<file path="src/rtl/acre_pkg.sv">
// ----------------------------------------------------------------------------
// acre_pkg
// Shared constants and types for the alignment run encoder.
// ----------------------------------------------------------------------------
package acre_pkg;

    localparam int LEN_BITS_DEF    = 16;
    localparam int QUEUE_DEPTH_DEF = 4;

    localparam logic [7:0]  GAP_CHAR   = 8'd45;
    localparam logic [15:0] EDIT_MAX   = 16'hFFFF;
    localparam logic [15:0] SKIP_RESET = 16'd100;

    localparam logic [2:0] KIND_MATCH    = 3'd0;
    localparam logic [2:0] KIND_MISMATCH = 3'd1;
    localparam logic [2:0] KIND_INSERT   = 3'd2;
    localparam logic [2:0] KIND_DELETE   = 3'd3;
    localparam logic [2:0] KIND_SKIP     = 3'd4;
    localparam logic [2:0] KIND_CLIP     = 3'd5;

    localparam logic ADDR_SKIP_THRESHOLD = 1'b0;

    // up to three operations caused by one column
    // slot 0: front clip or ended run, slot 1: final run, slot 2: back clip
    typedef struct packed {
        logic [2:0]  slot_valid;
        logic [2:0]  kind0;
        logic [15:0] len0;
        logic [2:0]  kind1;
        logic [15:0] len1;
        logic [15:0] clip_len;
        logic [15:0] edits;
    } op_pkt_t;

    typedef struct packed {
        logic push;
        logic pop;
    } queue_ctrl_t;

endpackage

</file>
<file path="src/rtl/acre_if.sv">
// ----------------------------------------------------------------------------
// acre_col_if / acre_op_if
// Valid/ready channels for alignment columns and encoded operations.
// ----------------------------------------------------------------------------
interface acre_col_if;
    logic        valid;
    logic        ready;
    logic [7:0]  ref_char;
    logic [7:0]  query_char;
    logic        first_column;
    logic        last_column;
    logic [15:0] query_start;
    logic [15:0] query_end;
    logic [15:0] read_length;

    modport source (
        output valid, ref_char, query_char, first_column, last_column,
               query_start, query_end, read_length,
        input  ready
    );
    modport sink (
        input  valid, ref_char, query_char, first_column, last_column,
               query_start, query_end, read_length,
        output ready
    );
endinterface

interface acre_op_if;
    logic        valid;
    logic        ready;
    logic [2:0]  op_kind;
    logic [15:0] op_length;
    logic        last_op;
    logic [15:0] edit_count;

    modport source (
        output valid, op_kind, op_length, last_op, edit_count,
        input  ready
    );
    modport sink (
        input  valid, op_kind, op_length, last_op, edit_count,
        output ready
    );
endinterface

</file>
<file path="src/rtl/alignment_cigar_run_encoder_core.sv">
// ----------------------------------------------------------------------------
// alignment_cigar_run_encoder_core
// Run-length encodes alignment columns into match, mismatch, insertion,
// deletion, skipped and soft clip operations with a saturating edit count.
//
// col: one alignment column per transaction; query_start, query_end and
//   read_length are sampled on the first column of an alignment.
// op: one operation per transaction; last_op marks the end of an alignment
//   and carries the edit count.
// apb: skip_threshold at byte address 0, reset value 100.
// A column is taken in every cycle while the packet queue has room; a column
//   causing k operations is sent as k separate operations (k up to 3), and
//   the first operation of a column passes through the packet queue and then the output register.
// The queue holds QUEUE_DEPTH packets, so a stalled receiver stops col only
//   once the queue fills; nothing is dropped.
// Reset clears the open run, the queue and the output valid flag.
// ----------------------------------------------------------------------------
module alignment_cigar_run_encoder_core #(
    parameter int LEN_BITS    = acre_pkg::LEN_BITS_DEF,
    parameter int QUEUE_DEPTH = acre_pkg::QUEUE_DEPTH_DEF
) (
    input  logic        clk,
    input  logic        rst_n,
    acre_col_if.sink    col,
    acre_op_if.source   op,
    input  logic        psel,
    input  logic        penable,
    input  logic        pwrite,
    input  logic [2:0]  paddr,
    input  logic [31:0] pwdata,
    output logic [31:0] prdata,
    output logic        pready
);
    import acre_pkg::*;

    logic [15:0]  skip_reg, skip_next;
    logic         cfg_write;
    op_pkt_t      front_pkt;
    op_pkt_t      head_pkt;
    queue_ctrl_t  qctrl;
    logic         q_push;
    logic         q_pop;
    logic         q_full;
    logic         q_empty;

    assign pready    = 1'b1;
    assign cfg_write = psel && penable && pwrite && (paddr[2] == ADDR_SKIP_THRESHOLD);
    assign skip_next = cfg_write ? pwdata[15:0] : skip_reg;
    assign prdata    = (paddr[2] == ADDR_SKIP_THRESHOLD) ? {16'd0, skip_reg} : 32'd0;
    assign qctrl     = '{push: q_push, pop: q_pop};

    always_ff @(posedge clk or negedge rst_n)
    begin
        if (!rst_n)
            skip_reg <= SKIP_RESET;
        else
            skip_reg <= skip_next;
    end

    acre_front #(
        .LEN_BITS (LEN_BITS)
    ) u_front (
        .clk            (clk),
        .rst_n          (rst_n),
        .col            (col),
        .skip_threshold (skip_reg),
        .queue_full     (q_full),
        .push           (q_push),
        .pkt            (front_pkt)
    );

    acre_queue #(
        .DEPTH (QUEUE_DEPTH)
    ) u_queue (
        .clk    (clk),
        .rst_n  (rst_n),
        .ctrl   (qctrl),
        .wr_pkt (front_pkt),
        .head   (head_pkt),
        .full   (q_full),
        .empty  (q_empty)
    );

    acre_back u_back (
        .clk         (clk),
        .rst_n       (rst_n),
        .head        (head_pkt),
        .queue_empty (q_empty),
        .pop         (q_pop),
        .op          (op)
    );

endmodule

</file>
<file path="src/rtl/acre_front.sv">
// ----------------------------------------------------------------------------
// acre_front
// Accepts columns, tracks the open run and builds the operation packet.
// ----------------------------------------------------------------------------
module acre_front #(
    parameter int LEN_BITS = acre_pkg::LEN_BITS_DEF
) (
    input  logic                  clk,
    input  logic                  rst_n,
    acre_col_if.sink              col,
    input  logic [15:0]           skip_threshold,
    input  logic                  queue_full,
    output logic                  push,
    output acre_pkg::op_pkt_t     pkt
);
    import acre_pkg::*;

    localparam int SUM_W = ((LEN_BITS > 16) ? LEN_BITS : 16) + 1;
    localparam int CMP_W = (LEN_BITS > 16) ? LEN_BITS : 16;

    localparam logic [1:0] RUN_MATCH    = KIND_MATCH[1:0];
    localparam logic [1:0] RUN_MISMATCH = KIND_MISMATCH[1:0];
    localparam logic [1:0] RUN_INSERT   = KIND_INSERT[1:0];
    localparam logic [1:0] RUN_DELETE   = KIND_DELETE[1:0];

    logic [1:0]          run_kind_reg,  run_kind_next;
    logic [LEN_BITS-1:0] run_len_reg,   run_len_next;
    logic [15:0]         edit_reg,      edit_next;
    logic [15:0]         back_reg,      back_next;
    logic                run_open_reg,  run_open_next;

    logic                accept;
    logic                cur_open;
    logic [15:0]         cur_edit;
    logic [15:0]         cur_back;
    logic [15:0]         back_calc;
    logic                cont;
    logic [1:0]          new_kind;
    logic [1:0]          kind_a;
    logic [LEN_BITS-1:0] len_inc;
    logic [LEN_BITS-1:0] len_a;
    logic [15:0]         edit_close;
    logic [15:0]         edit_a;
    logic [15:0]         edit_b;

    function automatic logic [1:0] open_kind(input logic [7:0] rc, input logic [7:0] qc);
        logic [1:0] k;
        if (rc == GAP_CHAR)
            k = RUN_INSERT;
        else if (qc == GAP_CHAR)
            k = RUN_DELETE;
        else if (rc == qc)
            k = RUN_MATCH;
        else
            k = RUN_MISMATCH;
        return k;
    endfunction

    function automatic logic continues(input logic [1:0] k, input logic [7:0] rc,
                                       input logic [7:0] qc);
        logic c;
        case (k)
            RUN_INSERT: c = (rc == GAP_CHAR);
            RUN_DELETE: c = (qc == GAP_CHAR);
            RUN_MATCH:  c = (rc == qc);
            default:    c = (rc != GAP_CHAR) && (qc != GAP_CHAR) && (rc != qc);
        endcase
        return c;
    endfunction

    function automatic logic [15:0] sat_add(input logic [15:0] e, input logic [LEN_BITS-1:0] l);
        logic [SUM_W-1:0] s;
        s = SUM_W'(e) + SUM_W'(l);
        return (s > SUM_W'(EDIT_MAX)) ? EDIT_MAX : s[15:0];
    endfunction

    function automatic logic [2:0] emit_kind(input logic [1:0] k, input logic [LEN_BITS-1:0] l,
                                             input logic [15:0] thr);
        logic [2:0] r;
        if (k == RUN_DELETE && CMP_W'(l) >= CMP_W'(thr))
            r = KIND_SKIP;
        else
            r = {1'b0, k};
        return r;
    endfunction

    assign col.ready = !queue_full;
    assign accept    = col.valid && !queue_full;

    always_comb
    begin
        cur_open   = col.first_column ? 1'b0 : run_open_reg;
        cur_edit   = col.first_column ? 16'd0 : edit_reg;
        back_calc  = (col.read_length > col.query_end) ? (col.read_length - col.query_end) : 16'd0;
        cur_back   = col.first_column ? back_calc : back_reg;
        cont       = cur_open && continues(run_kind_reg, col.ref_char, col.query_char);
        new_kind   = open_kind(col.ref_char, col.query_char);
        len_inc    = (run_len_reg == '1) ? run_len_reg : run_len_reg + LEN_BITS'(1);
        kind_a     = cont ? run_kind_reg : new_kind;
        len_a      = cont ? len_inc : LEN_BITS'(1);
        edit_close = sat_add(cur_edit, (run_kind_reg == RUN_MATCH) ? '0 : run_len_reg);
        edit_a     = (cur_open && !cont) ? edit_close : cur_edit;
        edit_b     = sat_add(edit_a, (kind_a == RUN_MATCH) ? '0 : len_a);

        pkt.slot_valid[0] = (col.first_column && col.query_start > 16'd1) || (cur_open && !cont);
        pkt.slot_valid[1] = col.last_column;
        pkt.slot_valid[2] = col.last_column && (cur_back != 16'd0);
        pkt.kind0    = col.first_column ? KIND_CLIP
                                        : emit_kind(run_kind_reg, run_len_reg, skip_threshold);
        pkt.len0     = col.first_column ? (col.query_start - 16'd1) : 16'(run_len_reg);
        pkt.kind1    = emit_kind(kind_a, len_a, skip_threshold);
        pkt.len1     = 16'(len_a);
        pkt.clip_len = cur_back;
        pkt.edits    = edit_b;

        push = accept && (pkt.slot_valid != 3'b000);

        run_kind_next = run_kind_reg;
        run_len_next  = run_len_reg;
        edit_next     = edit_reg;
        back_next     = back_reg;
        run_open_next = run_open_reg;
        if (accept)
        begin
            if (col.last_column)
            begin
                run_kind_next = RUN_MATCH;
                run_len_next  = '0;
                edit_next     = 16'd0;
                back_next     = 16'd0;
                run_open_next = 1'b0;
            end
            else
            begin
                run_kind_next = kind_a;
                run_len_next  = len_a;
                edit_next     = edit_a;
                back_next     = cur_back;
                run_open_next = 1'b1;
            end
        end
    end

    always_ff @(posedge clk or negedge rst_n)
    begin
        if (!rst_n)
        begin
            run_kind_reg <= RUN_MATCH;
            run_len_reg  <= '0;
            edit_reg     <= 16'd0;
            back_reg     <= 16'd0;
            run_open_reg <= 1'b0;
        end
        else
        begin
            run_kind_reg <= run_kind_next;
            run_len_reg  <= run_len_next;
            edit_reg     <= edit_next;
            back_reg     <= back_next;
            run_open_reg <= run_open_next;
        end
    end

endmodule

</file>
<file path="src/rtl/acre_queue.sv">
// ----------------------------------------------------------------------------
// acre_queue
// Short packet queue between the column front end and the operation back end.
// ----------------------------------------------------------------------------
module acre_queue #(
    parameter int DEPTH = acre_pkg::QUEUE_DEPTH_DEF
) (
    input  logic                  clk,
    input  logic                  rst_n,
    input  acre_pkg::queue_ctrl_t ctrl,
    input  acre_pkg::op_pkt_t     wr_pkt,
    output acre_pkg::op_pkt_t     head,
    output logic                  full,
    output logic                  empty
);
    import acre_pkg::*;

    localparam int PTR_W = (DEPTH > 1) ? $clog2(DEPTH) : 1;
    localparam int CNT_W = $clog2(DEPTH + 1);

    op_pkt_t            mem_reg [DEPTH];
    logic [PTR_W-1:0]   wr_ptr_reg, wr_ptr_next;
    logic [PTR_W-1:0]   rd_ptr_reg, rd_ptr_next;
    logic [CNT_W-1:0]   count_reg,  count_next;
    logic               do_push;
    logic               do_pop;

    assign full    = (count_reg == CNT_W'(DEPTH));
    assign empty   = (count_reg == '0);
    assign do_push = ctrl.push && !full;
    assign do_pop  = ctrl.pop && !empty;
    assign head    = mem_reg[rd_ptr_reg];

    always_comb
    begin
        wr_ptr_next = wr_ptr_reg;
        rd_ptr_next = rd_ptr_reg;
        count_next  = count_reg;
        if (do_push)
            wr_ptr_next = (wr_ptr_reg == PTR_W'(DEPTH - 1)) ? '0 : wr_ptr_reg + PTR_W'(1);
        if (do_pop)
            rd_ptr_next = (rd_ptr_reg == PTR_W'(DEPTH - 1)) ? '0 : rd_ptr_reg + PTR_W'(1);
        if (do_push && !do_pop)
            count_next = count_reg + CNT_W'(1);
        else if (do_pop && !do_push)
            count_next = count_reg - CNT_W'(1);
    end

    always_ff @(posedge clk)
    begin
        if (do_push)
            mem_reg[wr_ptr_reg] <= wr_pkt;
    end

    always_ff @(posedge clk or negedge rst_n)
    begin
        if (!rst_n)
        begin
            wr_ptr_reg <= '0;
            rd_ptr_reg <= '0;
            count_reg  <= '0;
        end
        else
        begin
            wr_ptr_reg <= wr_ptr_next;
            rd_ptr_reg <= rd_ptr_next;
            count_reg  <= count_next;
        end
    end

endmodule

</file>
<file path="src/rtl/acre_back.sv">
// ----------------------------------------------------------------------------
// acre_back
// Unpacks queued packets into single operations behind an output register.
// ----------------------------------------------------------------------------
module acre_back (
    input  logic              clk,
    input  logic              rst_n,
    input  acre_pkg::op_pkt_t head,
    input  logic              queue_empty,
    output logic              pop,
    acre_op_if.source         op
);
    import acre_pkg::*;

    logic        out_valid_reg, out_valid_next;
    logic [2:0]  kind_reg,      kind_next;
    logic [15:0] len_reg,       len_next;
    logic        last_reg,      last_next;
    logic [15:0] edit_reg,      edit_next;
    logic [2:0]  done_reg,      done_next;

    logic [2:0]  remaining;
    logic [2:0]  sel;
    logic [2:0]  after;
    logic        take;
    logic        sel_last;

    assign op.valid      = out_valid_reg;
    assign op.op_kind    = kind_reg;
    assign op.op_length  = len_reg;
    assign op.last_op    = last_reg;
    assign op.edit_count = edit_reg;

    always_comb
    begin
        remaining = head.slot_valid & ~done_reg;
        if (remaining[0])
            sel = 3'b001;
        else if (remaining[1])
            sel = 3'b010;
        else
            sel = 3'b100;
        after = remaining & ~sel;
        take  = !queue_empty && (!out_valid_reg || op.ready);
        pop   = take && (after == 3'b000);

        sel_last = sel[2] || (sel[1] && !head.slot_valid[2]);

        kind_next      = kind_reg;
        len_next       = len_reg;
        last_next      = last_reg;
        edit_next      = edit_reg;
        done_next      = done_reg;
        out_valid_next = out_valid_reg;
        if (take)
        begin
            out_valid_next = 1'b1;
            last_next      = sel_last;
            edit_next      = sel_last ? head.edits : 16'd0;
            case (sel)
                3'b001:
                begin
                    kind_next = head.kind0;
                    len_next  = head.len0;
                end
                3'b010:
                begin
                    kind_next = head.kind1;
                    len_next  = head.len1;
                end
                default:
                begin
                    kind_next = KIND_CLIP;
                    len_next  = head.clip_len;
                end
            endcase
            done_next = (after == 3'b000) ? 3'b000 : (done_reg | sel);
        end
        else if (op.ready)
        begin
            out_valid_next = 1'b0;
        end
    end

    always_ff @(posedge clk)
    begin
        kind_reg <= kind_next;
        len_reg  <= len_next;
        last_reg <= last_next;
        edit_reg <= edit_next;
    end

    always_ff @(posedge clk or negedge rst_n)
    begin
        if (!rst_n)
        begin
            out_valid_reg <= 1'b0;
            done_reg      <= 3'b000;
        end
        else
        begin
            out_valid_reg <= out_valid_next;
            done_reg      <= done_next;
        end
    end

endmodule

</file>
<file path="src/flat_wrapper.sv">
// flat-port wrapper written by rule: the top's interface ports become plain ports
module alignment_cigar_run_encoder_core_flat import acre_pkg::*;
#(
    parameter int LEN_BITS    = acre_pkg::LEN_BITS_DEF,
    parameter int QUEUE_DEPTH = acre_pkg::QUEUE_DEPTH_DEF
)
  (clk, rst_n, psel, penable, pwrite, paddr, pwdata, prdata, pready, col_valid, col_ref_char, col_query_char, col_first_column, col_last_column, col_query_start, col_query_end, col_read_length, col_ready, op_valid, op_op_kind, op_op_length, op_last_op, op_edit_count, op_ready);
  acre_col_if col_i ();
  acre_op_if op_i ();
  input  logic clk;
  input  logic rst_n;
  input  logic psel;
  input  logic penable;
  input  logic pwrite;
  input  logic [2:0] paddr;
  input  logic [31:0] pwdata;
  output logic [31:0] prdata;
  output logic pready;
  input wire logic [$bits(col_i.valid)-1:0] col_valid;
  input wire logic [$bits(col_i.ref_char)-1:0] col_ref_char;
  input wire logic [$bits(col_i.query_char)-1:0] col_query_char;
  input wire logic [$bits(col_i.first_column)-1:0] col_first_column;
  input wire logic [$bits(col_i.last_column)-1:0] col_last_column;
  input wire logic [$bits(col_i.query_start)-1:0] col_query_start;
  input wire logic [$bits(col_i.query_end)-1:0] col_query_end;
  input wire logic [$bits(col_i.read_length)-1:0] col_read_length;
  output wire logic [$bits(col_i.ready)-1:0] col_ready;
  output wire logic [$bits(op_i.valid)-1:0] op_valid;
  output wire logic [$bits(op_i.op_kind)-1:0] op_op_kind;
  output wire logic [$bits(op_i.op_length)-1:0] op_op_length;
  output wire logic [$bits(op_i.last_op)-1:0] op_last_op;
  output wire logic [$bits(op_i.edit_count)-1:0] op_edit_count;
  input wire logic [$bits(op_i.ready)-1:0] op_ready;
  assign col_i.valid = col_valid;
  assign col_i.ref_char = col_ref_char;
  assign col_i.query_char = col_query_char;
  assign col_i.first_column = col_first_column;
  assign col_i.last_column = col_last_column;
  assign col_i.query_start = col_query_start;
  assign col_i.query_end = col_query_end;
  assign col_i.read_length = col_read_length;
  assign col_ready = col_i.ready;
  assign op_valid = op_i.valid;
  assign op_op_kind = op_i.op_kind;
  assign op_op_length = op_i.op_length;
  assign op_last_op = op_i.last_op;
  assign op_edit_count = op_i.edit_count;
  assign op_i.ready = op_ready;
  alignment_cigar_run_encoder_core #(.LEN_BITS(LEN_BITS), .QUEUE_DEPTH(QUEUE_DEPTH)) u_core (.clk(clk), .rst_n(rst_n), .col(col_i), .op(op_i), .psel(psel), .penable(penable), .pwrite(pwrite), .paddr(paddr), .pwdata(pwdata), .prdata(prdata), .pready(pready));
endmodule
</file>
<file path="config.mk">
export PLATFORM = sky130hd
export DESIGN_NAME = alignment_cigar_run_encoder_core_flat
export DESIGN_NICKNAME = d
export VERILOG_FILES = /design/src/rtl/acre_pkg.sv /design/src/rtl/acre_if.sv /design/src/rtl/alignment_cigar_run_encoder_core.sv /design/src/rtl/acre_front.sv /design/src/rtl/acre_queue.sv /design/src/rtl/acre_back.sv /design/src/flat_wrapper.sv
export SDC_FILE = /design/constraint.sdc
export NUM_CORES = 1
export LEC_CHECK = 0
export BUFFER_PORTS_ARGS = -buffer_cell sky130_fd_sc_hd__buf_2
export CAP_MARGIN = 0
export CORE_UTILIZATION = 45
export DETAILED_ROUTE_END_ITERATION = 8
export PLACE_DENSITY = 0.65
export SLEW_MARGIN = 20
export SYNTH_ARGS = -nofsm -noshare
export SYNTH_HDL_FRONTEND = slang
export SYNTH_SLANG_ARGS = --single-unit
</file>
<file path="constraint.sdc">
create_clock -name clk -period 5.8 [get_ports clk]
set_input_delay 0.29 -clock clk [delete_from_list [all_inputs] [get_ports clk]]
set_output_delay 0.29 -clock clk [all_outputs]
set_load 0.01 [all_outputs]
</file>
# Word-level counts from Yosys, hierarchy flattened
# Memory sizes are Yosys's and may differ from the RTL's.
# Cells that the tools add are included.
dict set report word_totals {
  regBits 114
  latchBits 0
  ram_bits 292
  rom_bits 0
  in_bits 108
  word_cells 129
  memories 1
}
dict set report op_classes {
  n_addsub 9
  n_mul 0
  n_div 0
  magnitude_cmp 6
  eq_ne 15
  shift 0
  mux 39
  bitwise 6
  reduce_logical 38
}
# name words word_bits rd rd_ports_with_merged_regs write_ports line_no
set mem_list {}
lappend mem_list {u_core.u_queue.mem_reg 4 73 1 0 1 acre_queue.sv:21} ;# op_pkt_t mem_reg [DEPTH];
# operator n
set ops {}
lappend ops {{$mux 16} 15}
lappend ops {{$add 16x16->17} 2}
lappend ops {{$gt 17x16->1 const B} 2}
lappend ops {{$ge 16x16->1} 2}
lappend ops {{$pmux 16 s2} 1}
lappend ops {{$mux 3} 8}
lappend ops {{$logic_and 1x1->1} 20}
lappend ops {{$add 16x1->16 const B} 1}
lappend ops {{$eq 16x16->1 const B} 1}
lappend ops {{$eq 8x6->1 const B} 2}
lappend ops {{$gt 16x1->1 const B} 1}
lappend ops {{$gt 16x16->1} 1}
lappend ops {{$ne 8x6->1 const B} 2}
lappend ops {{$reduce_bool 16->1} 1}
lappend ops {{$sub 16x1->16 const B} 1}
lappend ops {{$sub 16x16->16} 1}
lappend ops {{$mux 2} 6}
lappend ops {{$eq 2x2->1 const B} 5}
lappend ops {{$eq 8x8->1} 1}
lappend ops {{$ne 8x8->1} 1}
lappend ops {{$logic_not 1->1} 7}
lappend ops {{$mux 1} 7}
lappend ops {{$and 3x3->3} 2}
lappend ops {{$logic_not 3->1} 2}
lappend ops {{15 further kinds} 21}

# Depth between registers and ports, before layout
dict set report depth {
  ltp_word 15
  ltp_mapped 27
  depth_no_buf 23
}

# Modules after synthesis
# Synthesis repeated with hierarchy kept, for this count alone.
dict set report unflattened {
  cells_unflattened 1531
  area_unflattened_um2 20425.8
}
# mod instances cells_each area_per_inst_um2 seq_area_each_um2
set by_module_without_submodules {}
lappend by_module_without_submodules {acre_queue 1 418 10999.3 8943.6}
lappend by_module_without_submodules {acre_front 1 885 6696.4 1276.2}
lappend by_module_without_submodules {acre_back 1 158 1826.8 1181.1}
lappend by_module_without_submodules {alignment_cigar_run_encoder_core 1 70 903.4 404.1}

# Least setup slack after synthesis
# No wires, ideal clock.
dict set report synth_timing {
  kind {reg-to-reg}
  startpoint {reg u_core.u_front.run_kind_reg[1]}
  endpoint {mem u_core.u_queue.mem_reg[0][10] (netlist name), data pin}
  arrival_ns 5.312
  setup_slack_ns 0.219
  path_stages_with_launch 26
  period_less_slack_ns 5.581
  path_cell_list {dfrtp_1 -> clkbuf_1 -> nor2_1 -> clkbuf_1 -> nor2_1 -> ha_1 -> a2111oi_0 -> o21ai_0 -> o21a_1 -> a41o_1 -> and2_1 -> a211oi_2 -> nand2_2 -> buf_6 -> o22a_1 -> ha_1 -> nor2b_1 -> o21ai_0 -> a21boi_0 -> o311ai_1 -> a21oi_1 -> o21ai_0 -> a21oi_1 -> o22ai_1 -> buf_2 -> nand2_1}
}
# element line_no
set synth_lines {}
lappend synth_lines {{start, declared} acre_front.sv:26} ;# logic [1:0] run_kind_reg, run_kind_next;
lappend synth_lines {{start signal, assigned} acre_front.sv:156} ;# run_kind_reg <= run_kind_next;
lappend synth_lines {{end, declared} acre_queue.sv:21}

==> results.json <==
{
  "max_freq_mhz": 184,
  "overflow": 0,
  "final_area_sq_um": 23200,
  "clockPowerShare_pct": 27.2,
  "diodes": 0,
  "num_vias": 13500,
  "critPathRequiredTime_ps": 6080,
  "syn_area_sq_um": 20100,
  "yosysWarnings": 0,
  "syn2layout_area_growth_pct": 15.7,
  "sw_frac_of_total_pct": 32.5,
  "cts.sinks": 406,
  "synth_cells": 1545,
  "hp-class": "in -> async",
  "core_area_sq_um": 44100,
  "drv_cap": 0,
  "largest_reg_flops": 292,
  "ys_ff_latch": 406,
  "cts-htree-levels": 2,
  "cp-end-kind": "flip-flop",
  "reg2reg_to": "u_core.u_queue.mem_reg[3][13]",
  "synth_cell_type_count": 78,
  "post-route-period-util_pct": 93.8,
  "arrival_ps": 5720,
  "worstSetupStartpointType": "flip-flop",
  "post_route_cells_drive_above_1_share_pct": 21.1,
  "ys_seq_area_share_pct": 58.7,
  "setup.worst_path.start": "u_core.u_front.run_kind_reg[0]",
  "drt_iter0_drc": 1035,
  "fill_cells": 3800,
  "cts.clk_slew.worst_paths_ps": 60,
  "layout.nets": 1923,
  "grt_max_degree": 72,
  "p_int_mw": 6.76,
  "grt_pass1_wl_um": 76500,
  "powerDensity_nw_per_um2": 431,
  "syn_avg_cell_area_sq_um": 13.0,
  "drc_errors": 2,
  "reg2reg_slack_ps": 360,
  "synth-async-reset-ratio_pct": 19.2,
  "min_period_ps": 5440,
  "initial_core_util_pct": 45.5,
  "port_buffers": 143,
  "peakVddDrop_mv": 0.322,
  "die-area_sq_um": 45500,
  "status": "finished with violations",
  "violations": "design-rule violations",
  "setup_tns_ps": 0,
  "drtAntennaViolNets": 0,
  "timing.rr.start": "u_core.u_front.run_kind_reg[0]",
  "ctsRootBufferMaster": "clkbuf_16",
  "fin_worst_skew_ps": 20.7,
  "combPwrFrac_pct": 30.5,
  "rows": 77,
  "wl_um": 50300,
  "dp.final_hpwl_um": 35000,
  "drt-wirelength-per-cell_um": 21.4,
  "worst_slew_pin_slew_ps": 1050,
  "fp.dieW_um": 213,
  "drt_first_pass_iters": 7,
  "tritoncts": "yes",
  "pin_count": 179,
  "crit_fanout": 15,
  "rr_worst_depth": 23,
  "die_height_um": 213,
  "relSlewSlack_pct": 29.8,
  "hold_viol": 0,
  "synth_ff_type": "edfxtp_1",
  "p_sw_mw": 3.26,
  "clock_latency_ps": 570,
  "grt_usage_pct": 22.5,
  "synth-edff-count": 328,
  "cts_buffer_depth": 3,
  "p_seq_share_pct": 42.3,
  "p_leak_nw": 9.31,
  "post_dp_cell_area_sq_um": 21600,
  "cts_buffers": 43,
  "slew_viol_final": 0,
  "setup-violations-final": 0,
  "routed_via_density": 5.73,
  "grt_pass1_vias": 13300,
  "cts_setup_buffers": 0,
  "crit_type": "reg -> reg",
  "utilization_pct": 52.7,
  "antenna_found_initial": 5,
  "gp_congestion": 0.900
}
==> critical path: stages, from the launching register on <==
cell and delay [ps]:
dfrtp_1 370, nor2_1 110, buf_4 210, nor2_1 60
ha_1 200, fa_1 440, o21ai_1 190, a21oi_1 130
a41o_1 290, and2_1 170, a211oi_2 280, nand2_2 140
o22ai_2 260, inv_1 80, ha_1 310, a21o_1 180
a21oi_1 200, nand2b_1 140, a21boi_0 150, o311a_1 340
a211oi_2 310, o21bai_1 140, a211oi_1 270, o21ai_1 160
==> Yosys cell counts, types with 7 or more instances <==
cell	number	area share (%)
a21o_1	31	1.2
a21oi_1	61	1.5
a22o_1	33	1.4
a31oi_1	11	0.34
and2_1	9	0.28
and3_1	26	0.81
buf_1	9	0.17
buf_2	9	0.22
buf_4	17	0.64
clkbuf_1	58	1.1
dfrtp_1	75	9.3
edfxtp_1	328	49
ha_1	88	5.5
inv_1	69	1.3
mux2_2	22	1.2
mux2i_1	9	0.45
mux4_2	44	4.9
nand2_1	77	1.4
nand2b_1	15	0.47
nand3_1	18	0.45
nand4_1	15	0.47
nor2_1	112	2.1
nor2b_1	40	1.2
nor3_1	19	0.47
o211ai_1	17	0.64
o21a_1	10	0.37
o21ai_0	63	1.6
o221a_2	12	0.67
o221ai_1	28	1.2
o22a_1	11	0.48
o22ai_1	31	0.97
o2bb2ai_1	12	0.52
o31ai_1	7	0.26
or2_2	7	0.22
xnor2_1	38	1.7
xor2_1	33	1.4
==> layer usage <==
| metal | global-route usage [%] | part of all wire [%] |
|---|---|---|
| met1 | 31.7 | 44 |
| met3 | 4.75 | 7.3 |
| met4 | 6.90 | 2.6 |
| met2 | 34.8 | 46 |
| met5 | 0 | 0.091 |
==> cell families (layout without fill, tap and decap cells) <==
family                   after synthesis  count (layout)  share of synthesized area, %
adder cells (fa/ha/maj)               93              93                          5.93
flip-flops                           406             406                          58.7
buffers and inverters                164             361                          3.47
other                                  2              17                        0.0374
XOR/XNOR                              71              71                          3.09
AO/OA/AOI/OAI                        373             373                          13.3
AND/OR/NAND/NOR                      361             361                          8.79
multiplexers                          75              75                          6.61
==> repair_timing <==
action / in CTS / in global routing
hold endpoints to repair: 28 / 0
resized for setup: 0 / 11
hold buffers: 18 / 0
setup endpoints to repair: 0 / 64
==> stage by stage <==
stage	power, mW	cells	worst slack (ps)	hold slack [ps]
floorplan	6.32	1560	219	-5.59
global placement	7.28	2252	237	182
detailed placement	7.35	2252	90.1	187
CTS	10.1	2349	68.4	137
global route	10.5	2349	-9.73	144
finish	10.0	2349	359	153
==> cell usage in the layout, fill, tap and decap left out, drive strengths merged, types with 12 or more instances in the layout <==
cell	synthesis	layout
inv	69	70
o2bb2ai	13	13
conb	2	17
a21oi	62	62
o21ai	66	66
edfxtp	328	328
buf	36	194
clkbuf	58	61
xor2	33	33
dfrtp	75	75
mux4	44	44
o221ai	28	28
nor2	113	113
o221a	12	12
nand4	15	15
nor3	19	19
ha	88	88
a21o	31	31
nor2b	40	40
xnor2	38	38
nand2	78	78
dlygate4sd3	0	18
mux2	22	22
and3	26	26
o211ai	18	18
o22ai	31	31
nand2b	15	15
a22o	33	33
nand3	18	18
==> power groups by stage <==
stage               combinational [mW]  sequential (mW)  clock [mW]
floorplan                         2.10             4.22           0
global placement                  3.00             4.29           0
detailed placement                3.05             4.30           0
CTS                               3.07             4.25        2.78
global route                      3.33             4.30        2.88
finish                            3.05             4.23        2.73
==> cell type report <==
type,count,area [sq um],area share (%)
inverter,70,263,1.13
clock buffer,61,1160,5.01
clock inverter,18,228,0.980
tap,592,741,3.19
multi-input combinational,990,7710,33.2
timing repair buffer,212,1330,5.73
sequential,406,11800,50.8
==> worst max-delay path by stage <==
stage               slack, ps  cells past startpoint                             to
global placement          240                     24  u_core.u_queue.mem_reg[0][14]
detailed placement         90                     25  u_core.u_queue.mem_reg[3][13]
floorplan                 220                     25  u_core.u_queue.mem_reg[0][10]
CTS                        70                     25  u_core.u_queue.mem_reg[3][13]
finish                    360                     23  u_core.u_queue.mem_reg[3][13]
global route              -10                     23  u_core.u_queue.mem_reg[0][13]
No activity file was read; power rests on OpenSTA's default activity.
